$ cat config.mk
export PLATFORM = sky130hd
export DESIGN_NAME = voice_allocation_queue_top_flat
export DESIGN_NICKNAME = d
export VERILOG_FILES = /design/src/rtl/vaq_pkg.sv /design/src/rtl/vaq_req_if.sv /design/src/rtl/vaq_rsp_if.sv /design/src/rtl/voice_allocation_queue_top.sv /design/src/flat_wrapper.sv
export SDC_FILE = /design/constraint.sdc
export NUM_CORES = 1
export LEC_CHECK = 0
export BUFFER_PORTS_ARGS = -buffer_cell sky130_fd_sc_hd__buf_2
export CORE_MARGIN = 4
export CORE_UTILIZATION = 50
export DETAILED_ROUTE_END_ITERATION = 10
export PLACE_DENSITY = 0.66
export SYNTH_ARGS = -nofsm -noshare
export SYNTH_HDL_FRONTEND = slang
export SYNTH_SLANG_ARGS = --single-unit
$ cat constraint.sdc
create_clock -name clock -period 10.17 [get_ports clock]
set_clock_uncertainty 0.1 [all_clocks]
set_input_delay 0.5085 -clock clock [delete_from_list [all_inputs] [get_ports clock]]
set_output_delay 0.5085 -clock clock [all_outputs]
set_load 0.1 [all_outputs]
$ cat src/rtl/vaq_pkg.sv
// Shared types, constants and helpers for the voice allocation queue.
// Depends on nothing; used by the top level and the testbench.
`timescale 1ns / 1ps

package vaq_pkg;

   // Queue geometry
   localparam int VOICES = 6;
   localparam int CHIPS  = 4;
   localparam int HALF   = VOICES / 2;
   localparam int POS_W  = $clog2(VOICES);
   localparam int ROW_W  = (CHIPS > 1) ? $clog2(CHIPS) : 1;

   // Remainder unit: two dividend bits per step over an 8-bit dividend
   localparam int MOD_STEPS = 4;
   localparam int STEP_W    = 2;

   localparam logic [7:0] NO_INSTRUMENT = 8'hff;

   // Assignment modes
   localparam logic [7:0] ASG_ALL       = 8'd0;
   localparam logic [7:0] ASG_LEFT      = 8'd1;
   localparam logic [7:0] ASG_RIGHT     = 8'd2;
   localparam logic [7:0] ASG_DEDICATED = 8'd3;

   // Voice masks, one bit per voice number
   localparam logic [7:0] MASK_ALL   = 8'((1 << VOICES) - 1);
   localparam logic [7:0] MASK_LEFT  = 8'((1 << HALF) - 1);
   localparam logic [7:0] MASK_RIGHT = 8'(((1 << HALF) - 1) << HALF);

   typedef enum logic [1:0] {
      ACT_GET      = 2'd0,
      ACT_GET_LAST = 2'd1,
      ACT_RELEASE  = 2'd2,
      ACT_NONE     = 2'd3
   } action_type;

   typedef struct packed {
      logic [2:0] voice;
      logic       assigned;
      logic       exclusive;
      logic [7:0] instrument;
   } entry_type;

   typedef entry_type [VOICES-1:0] row_type;

   // Row contents after reset: entry i holds voice i, no instrument, flags clear
   function automatic row_type reset_row();
      row_type r;
      for (int i = 0; i < VOICES; i++) begin
         r[i].voice      = 3'(i);
         r[i].assigned   = 1'b0;
         r[i].exclusive  = 1'b0;
         r[i].instrument = NO_INSTRUMENT;
      end
      return r;
   endfunction

endpackage

$ cat src/rtl/vaq_req_if.sv
// Request channel of the voice allocation queue: valid/ready plus request fields.
// Depends on nothing.
`timescale 1ns / 1ps

interface vaq_req_if;
   logic       valid;
   logic       ready;
   logic [1:0] action;
   logic [1:0] chip;
   logic [7:0] instrument;
   logic [7:0] assign_mode;
   logic [3:0] voice_count;
   logic [2:0] target_voice;

   modport source (output valid, action, chip, instrument, assign_mode,
                   voice_count, target_voice, input ready);
   modport sink   (input valid, action, chip, instrument, assign_mode,
                   voice_count, target_voice, output ready);
endinterface

$ cat src/rtl/vaq_rsp_if.sv
// Response channel of the voice allocation queue: valid/ready plus result fields.
// Depends on nothing.
`timescale 1ns / 1ps

interface vaq_rsp_if;
   logic       valid;
   logic       ready;
   logic [2:0] voice;
   logic       fallback;

   modport source (output valid, voice, fallback, input ready);
   modport sink   (input valid, voice, fallback, output ready);
endinterface

$ cat src/rtl/voice_allocation_queue_top.sv
// Voice allocation queue top level: row memory, remainder unit and update logic.
// Depends on vaq_pkg, vaq_req_if and vaq_rsp_if.
`timescale 1ns / 1ps

// Usage
//  - req_ch carries one transaction per request: get, get-last or release on
//    the queue of one chip. rsp_ch returns exactly one transaction per request
//    with the voice number and a fallback flag (voice 0 when set).
//  - Each chip's queue is one row of a synchronous memory. A request reads its
//    row at acceptance, runs the dedicated-voice remainder (two dividend bits
//    per cycle), then updates the row and loads the response register in the
//    same cycle that writes the row back.
//  - Requests are taken one at a time, and a new request is accepted while the
//    previous response still waits in its output register.
//  - A stalled receiver holds the response; a finished update then waits
//    before writing back until the response register is free.
//  - Reset is synchronous and clears the control state and the per-row valid
//    bits; a row that was never written reads as its reset contents (voice i
//    at place i, no instrument, flags clear), so no clearing pass is needed.

module voice_allocation_queue_top (
   input  logic        clock,
   input  logic        reset,
   vaq_req_if.sink     req_ch,
   vaq_rsp_if.source   rsp_ch
);

   typedef enum logic [1:0] {
      ST_IDLE,
      ST_DIV,
      ST_EXEC
   } state_type;

   state_type state_ff, state_in;

   // Row memory and its valid bits
   vaq_pkg::row_type               mem [vaq_pkg::CHIPS];
   logic [vaq_pkg::CHIPS-1:0]      row_valid_ff;
   vaq_pkg::row_type               row_rd_ff;
   logic                           row_ok_ff;

   // Captured request
   logic [1:0]                     action_ff;
   logic [1:0]                     chip_ff;
   logic [7:0]                     instr_ff;
   logic [7:0]                     asg_ff;
   logic [3:0]                     cnt_raw_ff;
   logic [3:0]                     cnt_ff;
   logic [2:0]                     target_ff;

   // Remainder unit
   logic [7:0]                     div_ff, div_in;
   logic [2:0]                     rem_ff, rem_in;
   logic [vaq_pkg::STEP_W-1:0]     step_ff, step_in;
   logic [3:0]                     part1, part2;

   // Response register
   logic                           rsp_valid_ff, rsp_valid_in;
   logic [2:0]                     rsp_voice_ff, rsp_voice_in;
   logic                           rsp_fallback_ff, rsp_fallback_in;

   logic                           accept;
   logic                           fire;
   logic [vaq_pkg::ROW_W-1:0]      req_row;
   logic [vaq_pkg::ROW_W-1:0]      cur_row;
   logic [3:0]                     cnt_clamped;

   // Update datapath
   vaq_pkg::row_type               eff_row;
   vaq_pkg::row_type               new_row;
   vaq_pkg::entry_type             moved;
   logic [7:0]                     mask;
   logic                           dedicated;
   logic [vaq_pkg::VOICES-1:0]     elig;
   logic [vaq_pkg::VOICES-1:0]     tgt_match;
   logic [vaq_pkg::POS_W-1:0]      get_pos;
   logic [vaq_pkg::POS_W-1:0]      tgt_pos;
   logic [vaq_pkg::POS_W-1:0]      move_pos;
   logic                           get_hit;
   logic                           tgt_hit;
   logic                           reuse;
   logic                           do_move;
   logic                           chip_ok;
   logic                           row_write;
   logic [2:0]                     out_voice;
   logic                           out_fallback;

   assign accept  = req_ch.valid && req_ch.ready;
   assign req_row = vaq_pkg::ROW_W'(req_ch.chip);
   assign cur_row = vaq_pkg::ROW_W'(chip_ff);

   // Clamp the count to the queue size; zero counts as one
   always_comb begin
      if (req_ch.voice_count > 4'(vaq_pkg::VOICES)) begin
         cnt_clamped = 4'(vaq_pkg::VOICES);
      end else if (req_ch.voice_count == 4'd0) begin
         cnt_clamped = 4'd1;
      end else begin
         cnt_clamped = req_ch.voice_count;
      end
   end

   // Remainder step: fold in two dividend bits, subtract the count at most once each
   always_comb begin
      part1 = {rem_ff, div_ff[7]};
      if (part1 >= cnt_ff) begin
         part1 = part1 - cnt_ff;
      end
      part2 = {part1[2:0], div_ff[6]};
      if (part2 >= cnt_ff) begin
         part2 = part2 - cnt_ff;
      end
   end

   // Update of the row read for this transaction
   always_comb begin
      eff_row   = row_ok_ff ? row_rd_ff : vaq_pkg::reset_row();
      dedicated = (asg_ff >= vaq_pkg::ASG_DEDICATED);
      chip_ok   = (32'(chip_ff) < vaq_pkg::CHIPS);

      case (asg_ff)
         vaq_pkg::ASG_ALL:   mask = vaq_pkg::MASK_ALL;
         vaq_pkg::ASG_LEFT:  mask = vaq_pkg::MASK_LEFT;
         vaq_pkg::ASG_RIGHT: mask = (cnt_ff <= 4'(vaq_pkg::HALF)) ? vaq_pkg::MASK_LEFT
                                                                  : vaq_pkg::MASK_RIGHT;
         default:            mask = 8'd1 << rem_ff;
      endcase

      // Candidates for a get and the place of the target voice
      for (int i = 0; i < vaq_pkg::VOICES; i++) begin
         elig[i]      = mask[eff_row[i].voice] &&
                        (!eff_row[i].exclusive || eff_row[i].instrument == instr_ff ||
                         dedicated);
         tgt_match[i] = (eff_row[i].voice == target_ff);
      end
      get_hit = |elig;
      tgt_hit = |tgt_match;
      get_pos = '0;
      tgt_pos = '0;
      for (int i = vaq_pkg::VOICES - 1; i >= 0; i--) begin
         if (elig[i]) begin
            get_pos = vaq_pkg::POS_W'(i);
         end
         if (tgt_match[i]) begin
            tgt_pos = vaq_pkg::POS_W'(i);
         end
      end

      reuse = (action_ff == vaq_pkg::ACT_GET_LAST) && tgt_hit &&
              (eff_row[tgt_pos].instrument == instr_ff) &&
              ({1'b0, target_ff} < cnt_raw_ff);

      new_row      = eff_row;
      moved        = eff_row[tgt_pos];
      move_pos     = tgt_pos;
      do_move      = 1'b0;
      out_voice    = 3'd0;
      out_fallback = 1'b1;

      if (chip_ok) begin
         if (action_ff == vaq_pkg::ACT_RELEASE) begin
            if (tgt_hit) begin
               new_row[tgt_pos].assigned = 1'b0;
               out_voice    = target_ff;
               out_fallback = 1'b0;
            end
         end else if (reuse) begin
            moved.assigned = 1'b1;
            do_move        = 1'b1;
         end else if ((action_ff == vaq_pkg::ACT_GET ||
                       action_ff == vaq_pkg::ACT_GET_LAST) && get_hit) begin
            moved.voice      = eff_row[get_pos].voice;
            moved.assigned   = 1'b1;
            moved.exclusive  = dedicated;
            moved.instrument = instr_ff;
            move_pos         = get_pos;
            do_move          = 1'b1;
         end
      end

      // Move the taken entry to the tail, close the gap behind it
      if (do_move) begin
         for (int i = 0; i < vaq_pkg::VOICES - 1; i++) begin
            if (vaq_pkg::POS_W'(i) >= move_pos) begin
               new_row[i] = eff_row[i + 1];
            end
         end
         new_row[vaq_pkg::VOICES-1] = moved;
         out_voice    = moved.voice;
         out_fallback = 1'b0;
      end
   end

   // Control: sequence one transaction at a time
   always_comb begin
      state_in        = state_ff;
      div_in          = div_ff;
      rem_in          = rem_ff;
      step_in         = step_ff;
      rsp_valid_in    = rsp_valid_ff;
      rsp_voice_in    = rsp_voice_ff;
      rsp_fallback_in = rsp_fallback_ff;
      fire            = 1'b0;

      // Drop the response once taken
      if (rsp_valid_ff && rsp_ch.ready) begin
         rsp_valid_in = 1'b0;
      end

      unique case (state_ff)
         ST_IDLE: begin
            if (accept) begin
               div_in   = req_ch.assign_mode - vaq_pkg::ASG_DEDICATED;
               rem_in   = 3'd0;
               step_in  = '0;
               state_in = ST_DIV;
            end
         end
         ST_DIV: begin
            rem_in  = part2[2:0];
            div_in  = {div_ff[5:0], 2'b00};
            step_in = step_ff + 1'b1;
            if (step_ff == vaq_pkg::STEP_W'(vaq_pkg::MOD_STEPS - 1)) begin
               state_in = ST_EXEC;
            end
         end
         ST_EXEC: begin
            // Hold until the response register is free
            if (!rsp_valid_ff || rsp_ch.ready) begin
               fire            = 1'b1;
               rsp_valid_in    = 1'b1;
               rsp_voice_in    = out_voice;
               rsp_fallback_in = out_fallback;
               state_in        = ST_IDLE;
            end
         end
         default: state_in = ST_IDLE;
      endcase
   end

   assign row_write = fire && chip_ok;

   always_ff @(posedge clock) begin
      if (reset) begin
         state_ff        <= ST_IDLE;
         rsp_valid_ff    <= 1'b0;
         row_valid_ff    <= '0;
      end else begin
         state_ff        <= state_in;
         rsp_valid_ff    <= rsp_valid_in;
         if (row_write) begin
            row_valid_ff[cur_row] <= 1'b1;
         end
      end
      rsp_voice_ff    <= rsp_voice_in;
      rsp_fallback_ff <= rsp_fallback_in;
      div_ff          <= div_in;
      rem_ff          <= rem_in;
      step_ff         <= step_in;
   end

   // Capture the request and read its row
   always_ff @(posedge clock) begin
      if (accept) begin
         action_ff  <= req_ch.action;
         chip_ff    <= req_ch.chip;
         instr_ff   <= req_ch.instrument;
         asg_ff     <= req_ch.assign_mode;
         cnt_raw_ff <= req_ch.voice_count;
         cnt_ff     <= cnt_clamped;
         target_ff  <= req_ch.target_voice;
         row_rd_ff  <= mem[req_row];
         row_ok_ff  <= row_valid_ff[req_row];
      end
   end

   // Write back the updated row
   always_ff @(posedge clock) begin
      if (row_write) begin
         mem[cur_row] <= new_row;
      end
   end

   assign req_ch.ready    = (state_ff == ST_IDLE);
   assign rsp_ch.valid    = rsp_valid_ff;
   assign rsp_ch.voice    = rsp_voice_ff;
   assign rsp_ch.fallback = rsp_fallback_ff;

endmodule

$ cat src/flat_wrapper.sv
// flat-port wrapper written by rule: the top's interface ports become plain ports
module voice_allocation_queue_top_flat 
  (clock, reset, req_ch_valid, req_ch_action, req_ch_chip, req_ch_instrument, req_ch_assign_mode, req_ch_voice_count, req_ch_target_voice, req_ch_ready, rsp_ch_valid, rsp_ch_voice, rsp_ch_fallback, rsp_ch_ready);
  vaq_req_if req_ch_i ();
  vaq_rsp_if rsp_ch_i ();
  input  logic clock;
  input  logic reset;
  input wire logic [$bits(req_ch_i.valid)-1:0] req_ch_valid;
  input wire logic [$bits(req_ch_i.action)-1:0] req_ch_action;
  input wire logic [$bits(req_ch_i.chip)-1:0] req_ch_chip;
  input wire logic [$bits(req_ch_i.instrument)-1:0] req_ch_instrument;
  input wire logic [$bits(req_ch_i.assign_mode)-1:0] req_ch_assign_mode;
  input wire logic [$bits(req_ch_i.voice_count)-1:0] req_ch_voice_count;
  input wire logic [$bits(req_ch_i.target_voice)-1:0] req_ch_target_voice;
  output wire logic [$bits(req_ch_i.ready)-1:0] req_ch_ready;
  output wire logic [$bits(rsp_ch_i.valid)-1:0] rsp_ch_valid;
  output wire logic [$bits(rsp_ch_i.voice)-1:0] rsp_ch_voice;
  output wire logic [$bits(rsp_ch_i.fallback)-1:0] rsp_ch_fallback;
  input wire logic [$bits(rsp_ch_i.ready)-1:0] rsp_ch_ready;
  assign req_ch_i.valid = req_ch_valid;
  assign req_ch_i.action = req_ch_action;
  assign req_ch_i.chip = req_ch_chip;
  assign req_ch_i.instrument = req_ch_instrument;
  assign req_ch_i.assign_mode = req_ch_assign_mode;
  assign req_ch_i.voice_count = req_ch_voice_count;
  assign req_ch_i.target_voice = req_ch_target_voice;
  assign req_ch_ready = req_ch_i.ready;
  assign rsp_ch_valid = rsp_ch_i.valid;
  assign rsp_ch_voice = rsp_ch_i.voice;
  assign rsp_ch_fallback = rsp_ch_i.fallback;
  assign rsp_ch_i.ready = rsp_ch_ready;
  voice_allocation_queue_top u_core (.clock(clock), .reset(reset), .req_ch(req_ch_i), .rsp_ch(rsp_ch_i));
endmodule
# After elaboration in Yosys (flattened, before gate mapping)
# Memories as Yosys holds them, arrays and structs flattened. A register that Yosys moved wholly into a read port is not among the register bits.
# Cells that the tools add are included.
[totals]
ff_bits = 56
latchBits = 0
mem_bits_rw = 312
rom_bits = 0
input_bits = 31
out_inout_bits = 6
elab_cells = 198
memories = 1
[memory_table]
columns = ["memory", "words", "word_bits", "rd", "rd_clocked_by_memory_dff", "write_ports", "line_no", "source"]
rows = [
  ["u_core.mem", 4, 78, 1, 1, 1, "voice_allocation_queue_top.sv:37", "vaq_pkg::row_type mem [vaq_pkg::CHIPS];"],
]
[op_classes]
n_addsub = 4
n_mul = 0
n_div = 0
order_cmp = 23
eq_ne = 23
shifts = 1
mux = 82
n_bitwise = 1
n_reduce_logical = 46
[op_table]
columns = ["op", "n"]
rows = [
  ["78-bit two-way mux", 4],
  ["13-bit two-way mux", 9],
  ["13-bit binary-select mux with 3-bit select", 2],
  ["78-bit bitwise mux", 1],
  ["3-bit two-way mux", 23],
  ["8-bit equality test", 7],
  ["13-bit demux with 3-bit select", 1],
  ["3-bit by 4-bit less-than comparator with 1-bit output, second input constant", 8],
  ["8-bit one-hot mux with 3 select lines", 1],
  ["1-bit two-way mux", 21],
  ["1-bit binary-select mux with 3-bit select", 6],
  ["3-bit equality test", 6],
  ["8-bit one-hot mux with 2 select lines", 1],
  ["1-bit logical AND", 14],
  ["1-bit logical OR", 14],
  ["6-bit OR reduction", 2],
  ["10-bit two-way mux", 1],
  ["9-bit two-way mux", 1],
  ["8-bit by 1-bit equality test with 1-bit output, second input constant", 1],
  ["8-bit by 2-bit equality test with 1-bit output, second input constant", 1],
  ["4-bit greater-or-equal comparator", 2],
  ["8-bit by 2-bit greater-or-equal comparator with 1-bit output, second input constant", 1],
  ["8-bit zero test", 1],
  ["2-bit two-way mux", 4],
  ["other kinds (32)", 48],
]

# Logic depth before layout (Yosys ltp)
# Gate-level depths: netlist (run 1).
[depth]
word_depth = 18
mapped_depth = 19
depth_no_buf = 17

# Worst setup path before layout (run 1)
# No wires, ideal clock.
[synth_path]
path_type = "register to register"
start = "reg u_core.rsp_valid_ff, in the netlist u_core.rsp_ch.valid"
end = "mem u_core.mem[1][0] (netlist name) (enable)"
setup_ns = 0.608
arrival_time_ns = 6.287
required_ns = 9.462
path_slack_ns = 3.175
path_stages_with_launch = 4
path_buffers = 0
synth_period_minus_slack_ns = 6.995
cell_sequence = "dfxtp_1 nand2b_1 nand2_1 nor3b_1"
[synth_between]
elab_chain_cells = 6
[synth_rtl]
columns = ["item", "line_no", "source"]
rows = [
  ["start, declared", "voice_allocation_queue_top.sv:58", "logic rsp_valid_ff, rsp_valid_in;"],
  ["start signal, assigned", "voice_allocation_queue_top.sv:250", "rsp_valid_ff <= rsp_valid_in;"],
  ["1-bit zero test", "voice_allocation_queue_top.sv:229", "if (!rsp_valid_ff || rsp_ch.ready) begin"],
  ["1-bit logical OR", "voice_allocation_queue_top.sv:229", ""],
  ["1-bit two-way mux", "voice_allocation_queue_top.sv:229", ""],
  ["1-bit two-way mux", "voice_allocation_queue_top.sv:210", "unique case (state_ff)"],
  ["1-bit two-way mux", "voice_allocation_queue_top.sv:279", "if (row_write) begin"],
  ["1-bit two-way mux (not written as such)", "voice_allocation_queue_top.sv:280", "mem[cur_row] <= new_row;"],
  ["end, declared", "voice_allocation_queue_top.sv:37", ""],
]
# Every way passes these cells.

==> out/metrics.yaml, run 1 <==
status: "complete, no violations"
die-area_um2: 43600
synth.net_count: 1542
period_share: 0.679
dr.pass1.iters: 5
synth_top_family_by_area: "simple AND/OR/NAND/NOR gates"
grt_pass1_wl_um: 82800
muxShareOfSynthArea: 0.109
num_vias: 13300
synth-seq-cells: 416
finalSetupViolations: 0
gr-total-overflow: 0
routed_wl_um: 53600
yosysSeqAreaShare: 0.616
hold_viol_final: 0
synth_common_cells: "409 x edfxtp_1, 166 x nand2_1, 103 x nor2_1"
tns_ns: 0
grt_pass1_vias: 13000
fill_cells: 3224
path_max_fanout: 47
yosysTopAreaCell: "edfxtp_1"
ys_top_cells_by_area: "edfxtp_1 61%, mux4_2 8.3%, nand2_1 3.1%"
synthXorXnorAreaFrac: 0.0256
max_cap_violations: 0
synth_cell_types: 88
p_switching_w: 0.00111
port_buffers: 36
cts_root_buffer: "clkbuf_16"
slew_headroom: 0.170
clkSinkCount: 416
die_w_um: 209
ir_drop_uv: 121
clockPowerShare: 0.363
power_density_nw_per_um2: 188
diodes: 0
tightestPinTransition_ns: 1.21
via_per_inst: 6.42
yosysMostFrequentCell: "edfxtp_1"
swShare: 0.264
arrival_ns: 7.09
seq_area_um2: 12400
avgRoutedWirePerCell_um: 25.9
clk-insertion-delay-late_ns: 0.57
yosys.area_share.adder: 0.00942
cts_buffer_depth: 3
required_ns: 10.35
clk_pin_slew_worst_paths_ns: 0.06
die_h_um: 209
rsz0062_at_grt: "false"
holdCritPathClass: "in -> reg"
synth_edf_count: 409
rows: 73
finalMaxSlewViolations: 0
internal-power_w: 0.00308
max_freq_mhz: 145
cts_buffers: 43
area_delta_synth_final_pct: 10.2
cts_tree: "done"
grt_max_degree: 58
p_leak_nw: 7.31
io_pins: 37
grt.met3_usage: 0.0437
drt_iter0_drc: 1643
path_class: "reg -> reg"
fin_nets: 1560
drc: 0
synthSimpleGateAreaFrac: 0.110
multi_input_area_um2: 7290
seq_power_share: 0.492
gp_congestion: 0.931
grtUsageMet2: 0.370
post-route-util: 0.559
h-tree-depth: 2
grtUsageTotal: 0.247
async_flop_share: 0
combPwrFrac: 0.145
syn-cell-area_um2: 20200
startpoint_type: "flop"
initial_utilization: 0.507
grt_busiest_layer: "met1"
synthCells: 1497
synth.avg_cell_area_um2: 13.5
yosys_warnings: 0
hold_slack_ns: 0.0264
cp-end-kind: "flop"
antenna_found_initial: 0
synth_ff_type: "edfxtp_1"
dp.final_hpwl_um: 36100
post-cts-setup-buffers: 0
synth.top_cell.area_share: 0.609
synth_compound_area_frac: 0.105
coreArea_um2: 39800
fin_crit_ns: 6.91
ant_nets: 0
drive_gt1_frac: 0.152
met1_usage: 0.379
[flip-flops by register name, summed over array words and instances, names as in the netlist, 3 cells and up]
signal               count
u_core.div_ff            8
u_core.instr_ff          8
u_core.row_rd_ff        72
u_core.target_ff         3
u_core.rem_ff            3
u_core.mem             288
u_core.asg_ff            8
u_core.cnt_raw_ff        4
u_core.cnt_ff            4
u_core.row_valid_ff      4
u_core.rsp_ch.voice      3
[cell families (layout without fill, tap and decap cells)]
kind of cell / after synthesis / after routing
AND/OR/NAND/NOR: 457 / 457
flip-flops: 416 / 416
AO/OA/AOI/OAI: 309 / 309
multiplexers: 126 / 126
buffers and inverters: 115 / 166
XOR/XNOR: 59 / 59
adder cells (fa/ha/maj): 14 / 14
other: 1 / 1
[per-layer routing]
layer | vias to the layer above | share of wire
li1 | 5906 | -
met1 | 6666 | 0.44
met2 | 657 | 0.45
met3 | 78 | 0.092
met4 | 0 | 0.020
met5 | - | 0
[path summary, 6_finish.rpt]
path / cells after the start / to / startpoint / slack [ns]
worst max-delay path: 14 / u_core.mem[0][21] / u_core.row_ok_ff / 3.26
worst max register to register: 14 / u_core.mem[0][21] / u_core.row_ok_ff / 3.26
worst min-delay path: 1 / u_core.instr_ff[1] / req_ch_instrument[1] / 0.03
worst min register to register: 2 / u_core.row_valid_ff[3] / u_core.row_valid_ff[3] / 0.37
[power groups by stage]
stage	Clock [W]	Sequential [W]	Combinational, W
detailed placement	0	0.00209	0.000596
floorplan	0	0.00204	0.000451
global placement	0	0.00209	0.000588
CTS	0.00155	0.00206	0.000601
finish	0.00152	0.00206	0.000608
global route	0.00163	0.00206	0.000663
[per-stage QoR]
stage	power [W]	std cells	area, µm²	worst slack (ns)
floorplan	0.00249	1497	20200	3.17
global placement	0.00268	1991	20800	3.58
detailed placement	0.00269	1991	20800	3.45
CTS	0.00421	2073	22200	3.44
global route	0.00436	2073	22200	2.83
finish	0.00419	2073	22200	3.26
[critical path: stages, from the launching register on]
cell and delay [ns]:
edfxtp_1 0.89, nand2_1 0.34, a2111oi_0 1.04, or4b_1 0.26, o31ai_1 0.10, buf_4 0.20, a21oi_2 0.77, nor3_1 0.09
o31ai_1 0.39, xor2_1 0.19, nor4_1 0.39, and3_2 0.59, buf_4 0.49, nor3_1 0.13, or4_1 0.62
[final cells by class]
class | count | area share
tap | 525 | 0.0295
sequential | 416 | 0.558
clock inverter | 18 | 0.00782
timing repair buffer | 66 | 0.0189
inverter | 22 | 0.00382
clock buffer | 60 | 0.0535
multi-input combinational | 966 | 0.328
[cell usage in the layout, fill, tap and decap left out, types with 7 or more instances in the layout]
| master | count |
|---|---|
| o21a_1 | 8 |
| inv_1 | 19 |
| nor2b_1 | 10 |
| a21oi_1 | 97 |
| mux2_2 | 7 |
| buf_2 | 34 |
| nor3_1 | 36 |
| ha_1 | 12 |
| o32ai_1 | 25 |
| nand3_1 | 20 |
| nand2_1 | 166 |
| clkbuf_1 | 13 |
| clkinv_2 | 8 |
| mux2i_1 | 42 |
| clkbuf_16 | 44 |
| and3_1 | 19 |
| or4_1 | 11 |
| a211oi_1 | 15 |
| edfxtp_1 | 409 |
| buf_4 | 28 |
| mux4_2 | 74 |
| o21ai_1 | 9 |
| a31oi_1 | 10 |
| nand2b_1 | 29 |
| nor4_1 | 12 |
| dfxtp_1 | 7 |
| xor2_1 | 37 |
| o21ai_0 | 34 |
| o211ai_1 | 12 |
| nor2_1 | 102 |
| a311oi_1 | 17 |
| and2_1 | 8 |
| xnor2_1 | 22 |
[what timing repair did]
action / CTS / global route
hold buffers: 4 / 0
resized for setup: 0 / 0
hold endpoints to repair: 4 / 0
No activity file was read; power rests on OpenSTA's default activity.
==> inputs of run 2 (changes only) <==
ABC_AREA = 1   (was unset)
clock period = 6.75 ns   (was 10.17 ns; I/O delays follow)
==> out/metrics.yaml, run 2 <==
top_register: "u_core.mem"  # unchanged
rsz0062_at_grt: "false"  # unchanged
post-cts-setup-buffers: 0  # unchanged
num_vias: 14800  # was 13300
finalMaxSlewViolations: 0  # unchanged
yosysMostFrequentCell: "nand2_1"  # was edfxtp_1
synth.top_cell.area_share: 0.620  # was 0.609
grtUsageTotal: 0.253  # was 0.247
hold_slack_ns: 0.0567  # was 0.0264 ns
slew_headroom: 0.358  # was 0.170
initial_utilization: 0.509  # was 0.507
synth.net_count: 2025  # was 1542
rows: 72  # was 73
io_pins: 37  # unchanged
gp_congestion: 0.955  # was 0.931
via_per_inst: 5.80  # was 6.42
drt_iter0_drc: 1729  # was 1643
max_cap_violations: 0  # unchanged
gr-total-overflow: 0  # unchanged
dr.pass1.iters: 6  # was 5
fin_nets: 2053  # was 1560
yosysTopAreaCell: "edfxtp_1"  # unchanged
cts_buffer_depth: 3  # unchanged
drive_gt1_frac: 0.0888  # was 0.152
final_common_cell: "nand2_1"  # was edfxtp_1
yosys_warnings: 0  # unchanged
crit_top_cell: "nand2_1"
finalSetupViolations: 0  # unchanged
power_density_nw_per_um2: 294  # was 188 nW/µm²
path_buf_inv: 2  # unchanged
arrival_ns: 5.89  # was 7.09 ns
max_freq_mhz: 174  # was 145 MHz
period_share: 0.849  # was 0.679
startpoint_type: "flop"  # unchanged
holdCritPathClass: "in -> reg"  # unchanged
antenna_found_initial: 0  # unchanged
hold_viol_final: 0  # unchanged
synth_ff_type: "edfxtp_1"  # unchanged
fill_cells: 3398  # was 3224
synthCells: 1980  # was 1497
routed_wl_um: 53700  # was 53600 µm
largest_register_ffs: 288  # unchanged
grt_pass1_wl_um: 82700  # was 82800 µm
critPathMaxStageDelay_ns: 0.66  # was 1.04 ns
tightestPinTransition_ns: 0.963  # was 1.21 ns
grt_max_degree: 81  # was 58
dp.final_hpwl_um: 33900  # was 36100 µm
cts_buffers: 42  # was 43
area_delta_synth_final_pct: 10.6  # was 10.2%
stdcell_count: 2557  # was 2073
syn-cell-area_um2: 19800  # was 20200 µm²
reg_top3: "u_core.mem x288, u_core.row_rd_ff x72"  # unchanged
cp-end-kind: "flop"  # unchanged
port_buffers: 36  # unchanged
yosysSeqAreaShare: 0.627  # was 0.616
avgRoutedWirePerCell_um: 21.0  # was 25.9 µm
slowest_stage: "nand3_1"  # was a2111oi_0
place_inst: 2454  # was 1991
path_max_fanout: 40  # was 47
async_flop_share: 0  # unchanged
crit_family: "simple AND/OR/NAND/NOR gates"  # unchanged
synth.avg_cell_area_um2: 10.0  # was 13.5 µm²
path_cells: "buf_4 > nand2_2 > nand2_1 > nand2_1 > nor2_1 > nand2_1 > nand2_1 > nand2_1 > nand2_1 > nand2_2 > nand2_2 > nand2_1 > nand3_1 > nand2_1 > nand2_1 > nand2_1 > nor2_2 > nand3_1 > nor2_4 > nor2_2 > inv_2 > nand3_1 > nand3_1 > nand2_1"  # was nand2_1 > a2111oi_0 > or4b_1 > o31ai_1 > buf_4 > a21oi_2 > nor3_1 > o31ai_1 > xor2_1 > nor4_1 > and3_2 > buf_4 > nor3_1 > or4_1
required_ns: 6.91  # was 10.35 ns
fin_crit_ns: 5.73  # was 6.91 ns
drc: 0  # unchanged
clkSinkCount: 416  # unchanged
die_h_um: 207  # was 209 µm
diodes: 0  # unchanged
cts-resized-gates: 0  # unchanged
status: "complete, no violations"  # unchanged
path_class: "reg -> reg"  # unchanged
grt_pass1_vias: 14000  # was 13000
synth_cell_types: 41  # was 88
die_w_um: 207  # was 209 µm
clk-insertion-delay-late_ns: 0.57  # about the same
synth_common_cells: "434 x nand2_1, 409 x edfxtp_1, 203 x nor2_1"  # was 409 x edfxtp_1, 166 x nand2_1, 103 x nor2_1
coreArea_um2: 38900  # was 39800 µm²
clk_pin_slew_worst_paths_ns: 0.06  # about the same
die-area_um2: 42800  # was 43600 µm²
ir_drop_uv: 222  # was 121 µV
cts_root_buffer: "clkbuf_16"  # unchanged
synth_edf_count: 409  # unchanged
p_leak_nw: 8.58  # was 7.31 nW
cts_tree: "done"  # unchanged
final_cell_mix: "434 x nand2_1, 409 x edfxtp_1, 203 x nor2_1, 199 x o21ai_0, 171 x nand3_1"  # was 409 x edfxtp_1, 166 x nand2_1, 102 x nor2_1, 97 x a21oi_1, 74 x mux4_2
ys_top_cells_by_area: "edfxtp_1 62%, nand2_1 8.2%, o21ai_0 5.0%"  # was edfxtp_1 61%, mux4_2 8.3%, nand2_1 3.1%
cts_hold_buf: 28  # was 4
h-tree-depth: 2  # unchanged
synth-seq-cells: 416  # unchanged
ant_nets: 0  # unchanged
run 2: cell count changes after synthesis, sizes merged, moves of 74 or more:
cell,delta
nor2,+107
mux4,-74
nand3,+151
nand2,+280
o21ai,+167
inv,+138
run 2: cell type report:
class,instances,area (µm²),share of cell area
Sequential cell,416,12400,0.567
Multi-Input combinational cell,1301,6310,0.288
Clock buffer,53,1110,0.0508
Tap cell,518,648,0.0296
Inverter,163,618,0.0282
Timing Repair Buffer,84,613,0.0280
Clock inverter,22,178,0.00811
run 2: worst paths after layout:
check / start / to / slack (ns) / depth (start not counted)
worst max-delay path: u_core.row_ok_ff / u_core.mem[0][60] / 1.02 / 24
worst min-delay path: req_ch_valid / u_core.state_ff[0] / 0.06 / 3
worst max register to register: u_core.row_ok_ff / u_core.mem[0][60] / 1.02 / 24
worst min register to register: u_core.row_valid_ff[1] / u_core.row_valid_ff[1] / 0.38 / 1
run 2: cell families (layout without fill, tap and decap cells):
kind of cell               Yosys count  after routing  share of synthesized area
and+or+nand+nor                    895            895                      0.192
other                                1              1                   0.000189
buffers and inverters              263            322                     0.0547
DFF                                416            416                      0.627
AOI/OAI and AO/OA                  345            345                     0.0959
adders and majority gates           14             14                    0.00961
xor gates and xnor gates            46             46                     0.0203
run 2: power by group:
group          switching (W)  internal (W)
Clock               0.000946       0.00128
Sequential         0.0000531       0.00304
Combinational       0.000825      0.000294
Total                0.00182       0.00461
run 2: metrics by stage:
stage	worst slack (ns)	power, W	setup TNS [ns]	util	instance area [µm²]
global route	0.503	0.00672	0	0.563	21900
CTS	1.17	0.00644	0	0.563	21900
floorplan	-0.114	0.00390	-32.93	-	19800
global placement	1.23	0.00420	0	0.523	20300
finish	1.02	0.00643	0	0.563	21900
detailed placement	1.24	0.00421	0	0.523	20300
run 2: worst register-to-register path: cells and delay by family, from the launching register on:
kind	cells	cell delay (ns)
buffers and inverters	2	0.83
AND/OR/NAND/NOR	22	4.12
flip-flops	1	0.38
run 2: per-layer routing:
layer	routed length, µm	global-route usage	vias up
li1	-	-	6889
met1	23300	0.365	7192
met2	24600	0.398	647
met3	4680	0.0450	96
met4	1150	0.0748	0
met5	0	0	-
==> inputs of run 3 (changes only) <==
ABC_AREA = 0   (was 1)
PLACE_DENSITY = 0.68   (was 0.66)
clock period = 4.6 ns   (was 6.75 ns; I/O delays follow)
==> out/metrics.yaml, run 3 (synthesized netlist as in run 1, its figures left out) <==
die_w_um: 209  # was 207 µm
drive_gt1_frac: 0.267  # was 0.0888
slew_headroom: 0.276  # was 0.358
startpoint_type: "flop"  # unchanged
gp_congestion: 0.922  # was 0.955
fin_area_um2: 24400  # was 21900 µm²
holdCritPathClass: "in -> reg"  # unchanged
drc: 0  # unchanged
final_common_cell: "edfxtp_1"  # was nand2_1
dr.pass1.iters: 6  # unchanged
grt_pass1_wl_um: 85100  # was 82700 µm
diodes: 0  # unchanged
port_buffers: 36  # unchanged
fin_ws_ns: -0.0514  # was 1.02 ns
combPwrFrac: 0.186  # was 0.174
routed_wl_um: 57400  # was 53700 µm
place_ws_ns: -0.269  # was 1.24 ns
path_max_fanout: 8  # was 40
fin_nets: 1740  # was 2053
h-tree-depth: 2  # unchanged
gr-total-overflow: 0  # unchanged
dp.final_hpwl_um: 38300  # was 33900 µm
ant_nets: 0  # unchanged
period_share: 1.01  # was 0.849
fill_cells: 3058  # was 3398
p_leak_nw: 8.27  # was 8.58 nW
hold_viol_final: 0  # unchanged
initial_utilization: 0.507  # was 0.509
arrival_ns: 4.99  # was 5.89 ns
rsz0062_at_grt: "true"  # was false
area_delta_synth_final_pct: 20.8  # was 10.6%
via_per_inst: 6.33  # was 5.80
fin_crit_ns: 4.65  # was 5.73 ns
violations: "negative setup slack"
stdcell_count: 2253  # was 2557
ir_drop_uv: 253  # was 222 µV
top_register: "u_core.mem"  # unchanged
rows: 73  # was 72
finalSetupViolations: 16  # was 0
num_vias: 14300  # was 14800
reg_top3: "u_core.mem x288, u_core.row_rd_ff x72"  # unchanged
finalMaxSlewViolations: 0  # unchanged
largest_register_ffs: 288  # unchanged
antenna_found_initial: 0  # unchanged
cp-end-kind: "flop"  # unchanged
cts_buffer_depth: 3  # unchanged
io_pins: 37  # unchanged
cts_tree: "done"  # unchanged
path_class: "reg -> reg"  # unchanged
clk_pin_slew_worst_paths_ns: 0.06  # about the same
place_inst: 2133  # was 2454
die-area_um2: 43600  # was 42800 µm²
avgRoutedWirePerCell_um: 25.5  # was 21.0 µm
power_density_nw_per_um2: 402  # was 294 nW/µm²
swShare: 0.268  # was 0.284
p_switching_w: 0.00263  # was 0.00182 W
clk-insertion-delay-late_ns: 0.58  # was 0.57 ns
grt_pass1_vias: 13600  # was 14000
grtUsageTotal: 0.254  # was 0.253
multi_input_area_um2: 7760  # was 6310 µm²
post-route-util: 0.612  # was 0.563
cts_buffers: 43  # was 42
status: "finished with violations"  # was complete, no violations
seq_area_um2: 12400  # unchanged
grt_max_degree: 105  # was 81
die_h_um: 209  # was 207 µm
internal-power_w: 0.00717  # was 0.00461 W
max_cap_violations: 0  # unchanged
seq_power_share: 0.461  # was 0.480
cts_root_buffer: "clkbuf_16"  # unchanged
clockPowerShare: 0.353  # was 0.346
clkSinkCount: 416  # unchanged
max_freq_mhz: 215  # was 174 MHz
coreArea_um2: 39800  # was 38900 µm²
required_ns: 4.94  # was 6.91 ns
tightestPinTransition_ns: 1.07  # was 0.963 ns
place_area_um2: 22000  # was 20300 µm²
final_cell_mix: "409 x edfxtp_1, 165 x nand2_1, 164 x buf_4, 101 x nor2_1, 96 x a21oi_1"  # was 434 x nand2_1, 409 x edfxtp_1, 203 x nor2_1, 199 x o21ai_0, 171 x nand3_1
drt_iter0_drc: 1948  # was 1729
## run 3: metrics by stage
step,setup TNS (ns),hold slack [ns],power (W)
final,-0.268,0.271,0.00980
after global routing,-14.59,0.259,0.0102
after CTS,-0.301,0.248,0.00969
after detailed placement,-13.63,0.310,0.00619
after global placement,-6.04,0.310,0.00617
after floorplan,0,0.199,0.00550
## run 3: worst paths after layout
kind,start,endpoint,slack (ns),depth (start not counted)
worst max-delay path,u_core.target_ff[1],u_core.mem[2][55],-0.05,15
worst min-delay path,req_ch_instrument[5],u_core.instr_ff[5],0.27,2
worst max register to register,u_core.target_ff[1],u_core.mem[2][55],-0.05,15
worst min register to register,u_core.row_valid_ff[3],u_core.row_valid_ff[3],0.37,2
## run 3: metal layers
layer,vias up,part of all wire,GRT usage
met5,-,0,0
met4,0,0.031,0.0783
met3,125,0.099,0.0510
met2,789,0.44,0.368
met1,7082,0.43,0.391
li1,6271,-,-
## run 3: final cells by class
type	instances	share of cell area
repair buffers	246	0.0838
multi-input cells	966	0.318
well taps	525	0.0270
inverters	22	0.00349
clock buffers	50	0.0452
flip-flops and latches	416	0.510
clock inverters	28	0.0124
## run 3: critical path, stage by stage (launching register included)
cell      delay, ns
edfxtp_1       0.52
or2_1          0.31
o41ai_2        0.41
or4b_4         0.22
o31a_1         0.34
nand2_2        0.17
o32ai_1        0.44
o31ai_4        0.14
xor2_2         0.19
nor4_2         0.39
nand3_2        0.23
buf_6          0.20
mux2i_4        0.25
buf_8          0.21
mux2i_2        0.25
buf_4          0.15
## run 3: power groups by stage
stage,logic [W],registers (W),clock network [W]
2_1_floorplan,0.000998,0.00451,0
3_3_place_gp,0.00158,0.00458,0
3_5_place_dp,0.00161,0.00458,0
4_1_cts,0.00167,0.00451,0.00351
5_1_grt,0.00195,0.00452,0.00369
6_report,0.00182,0.00452,0.00346
## run 3: timing repair
item                                   4_1_cts  5_1_grt
pin swaps                                    2       12
gates cloned                                 0        1
resized for setup                           23       76
endpoints found under the hold margin       40        0
buffers inserted                             0       13
setup endpoints to repair                  174      282
hold buffers                                28        0
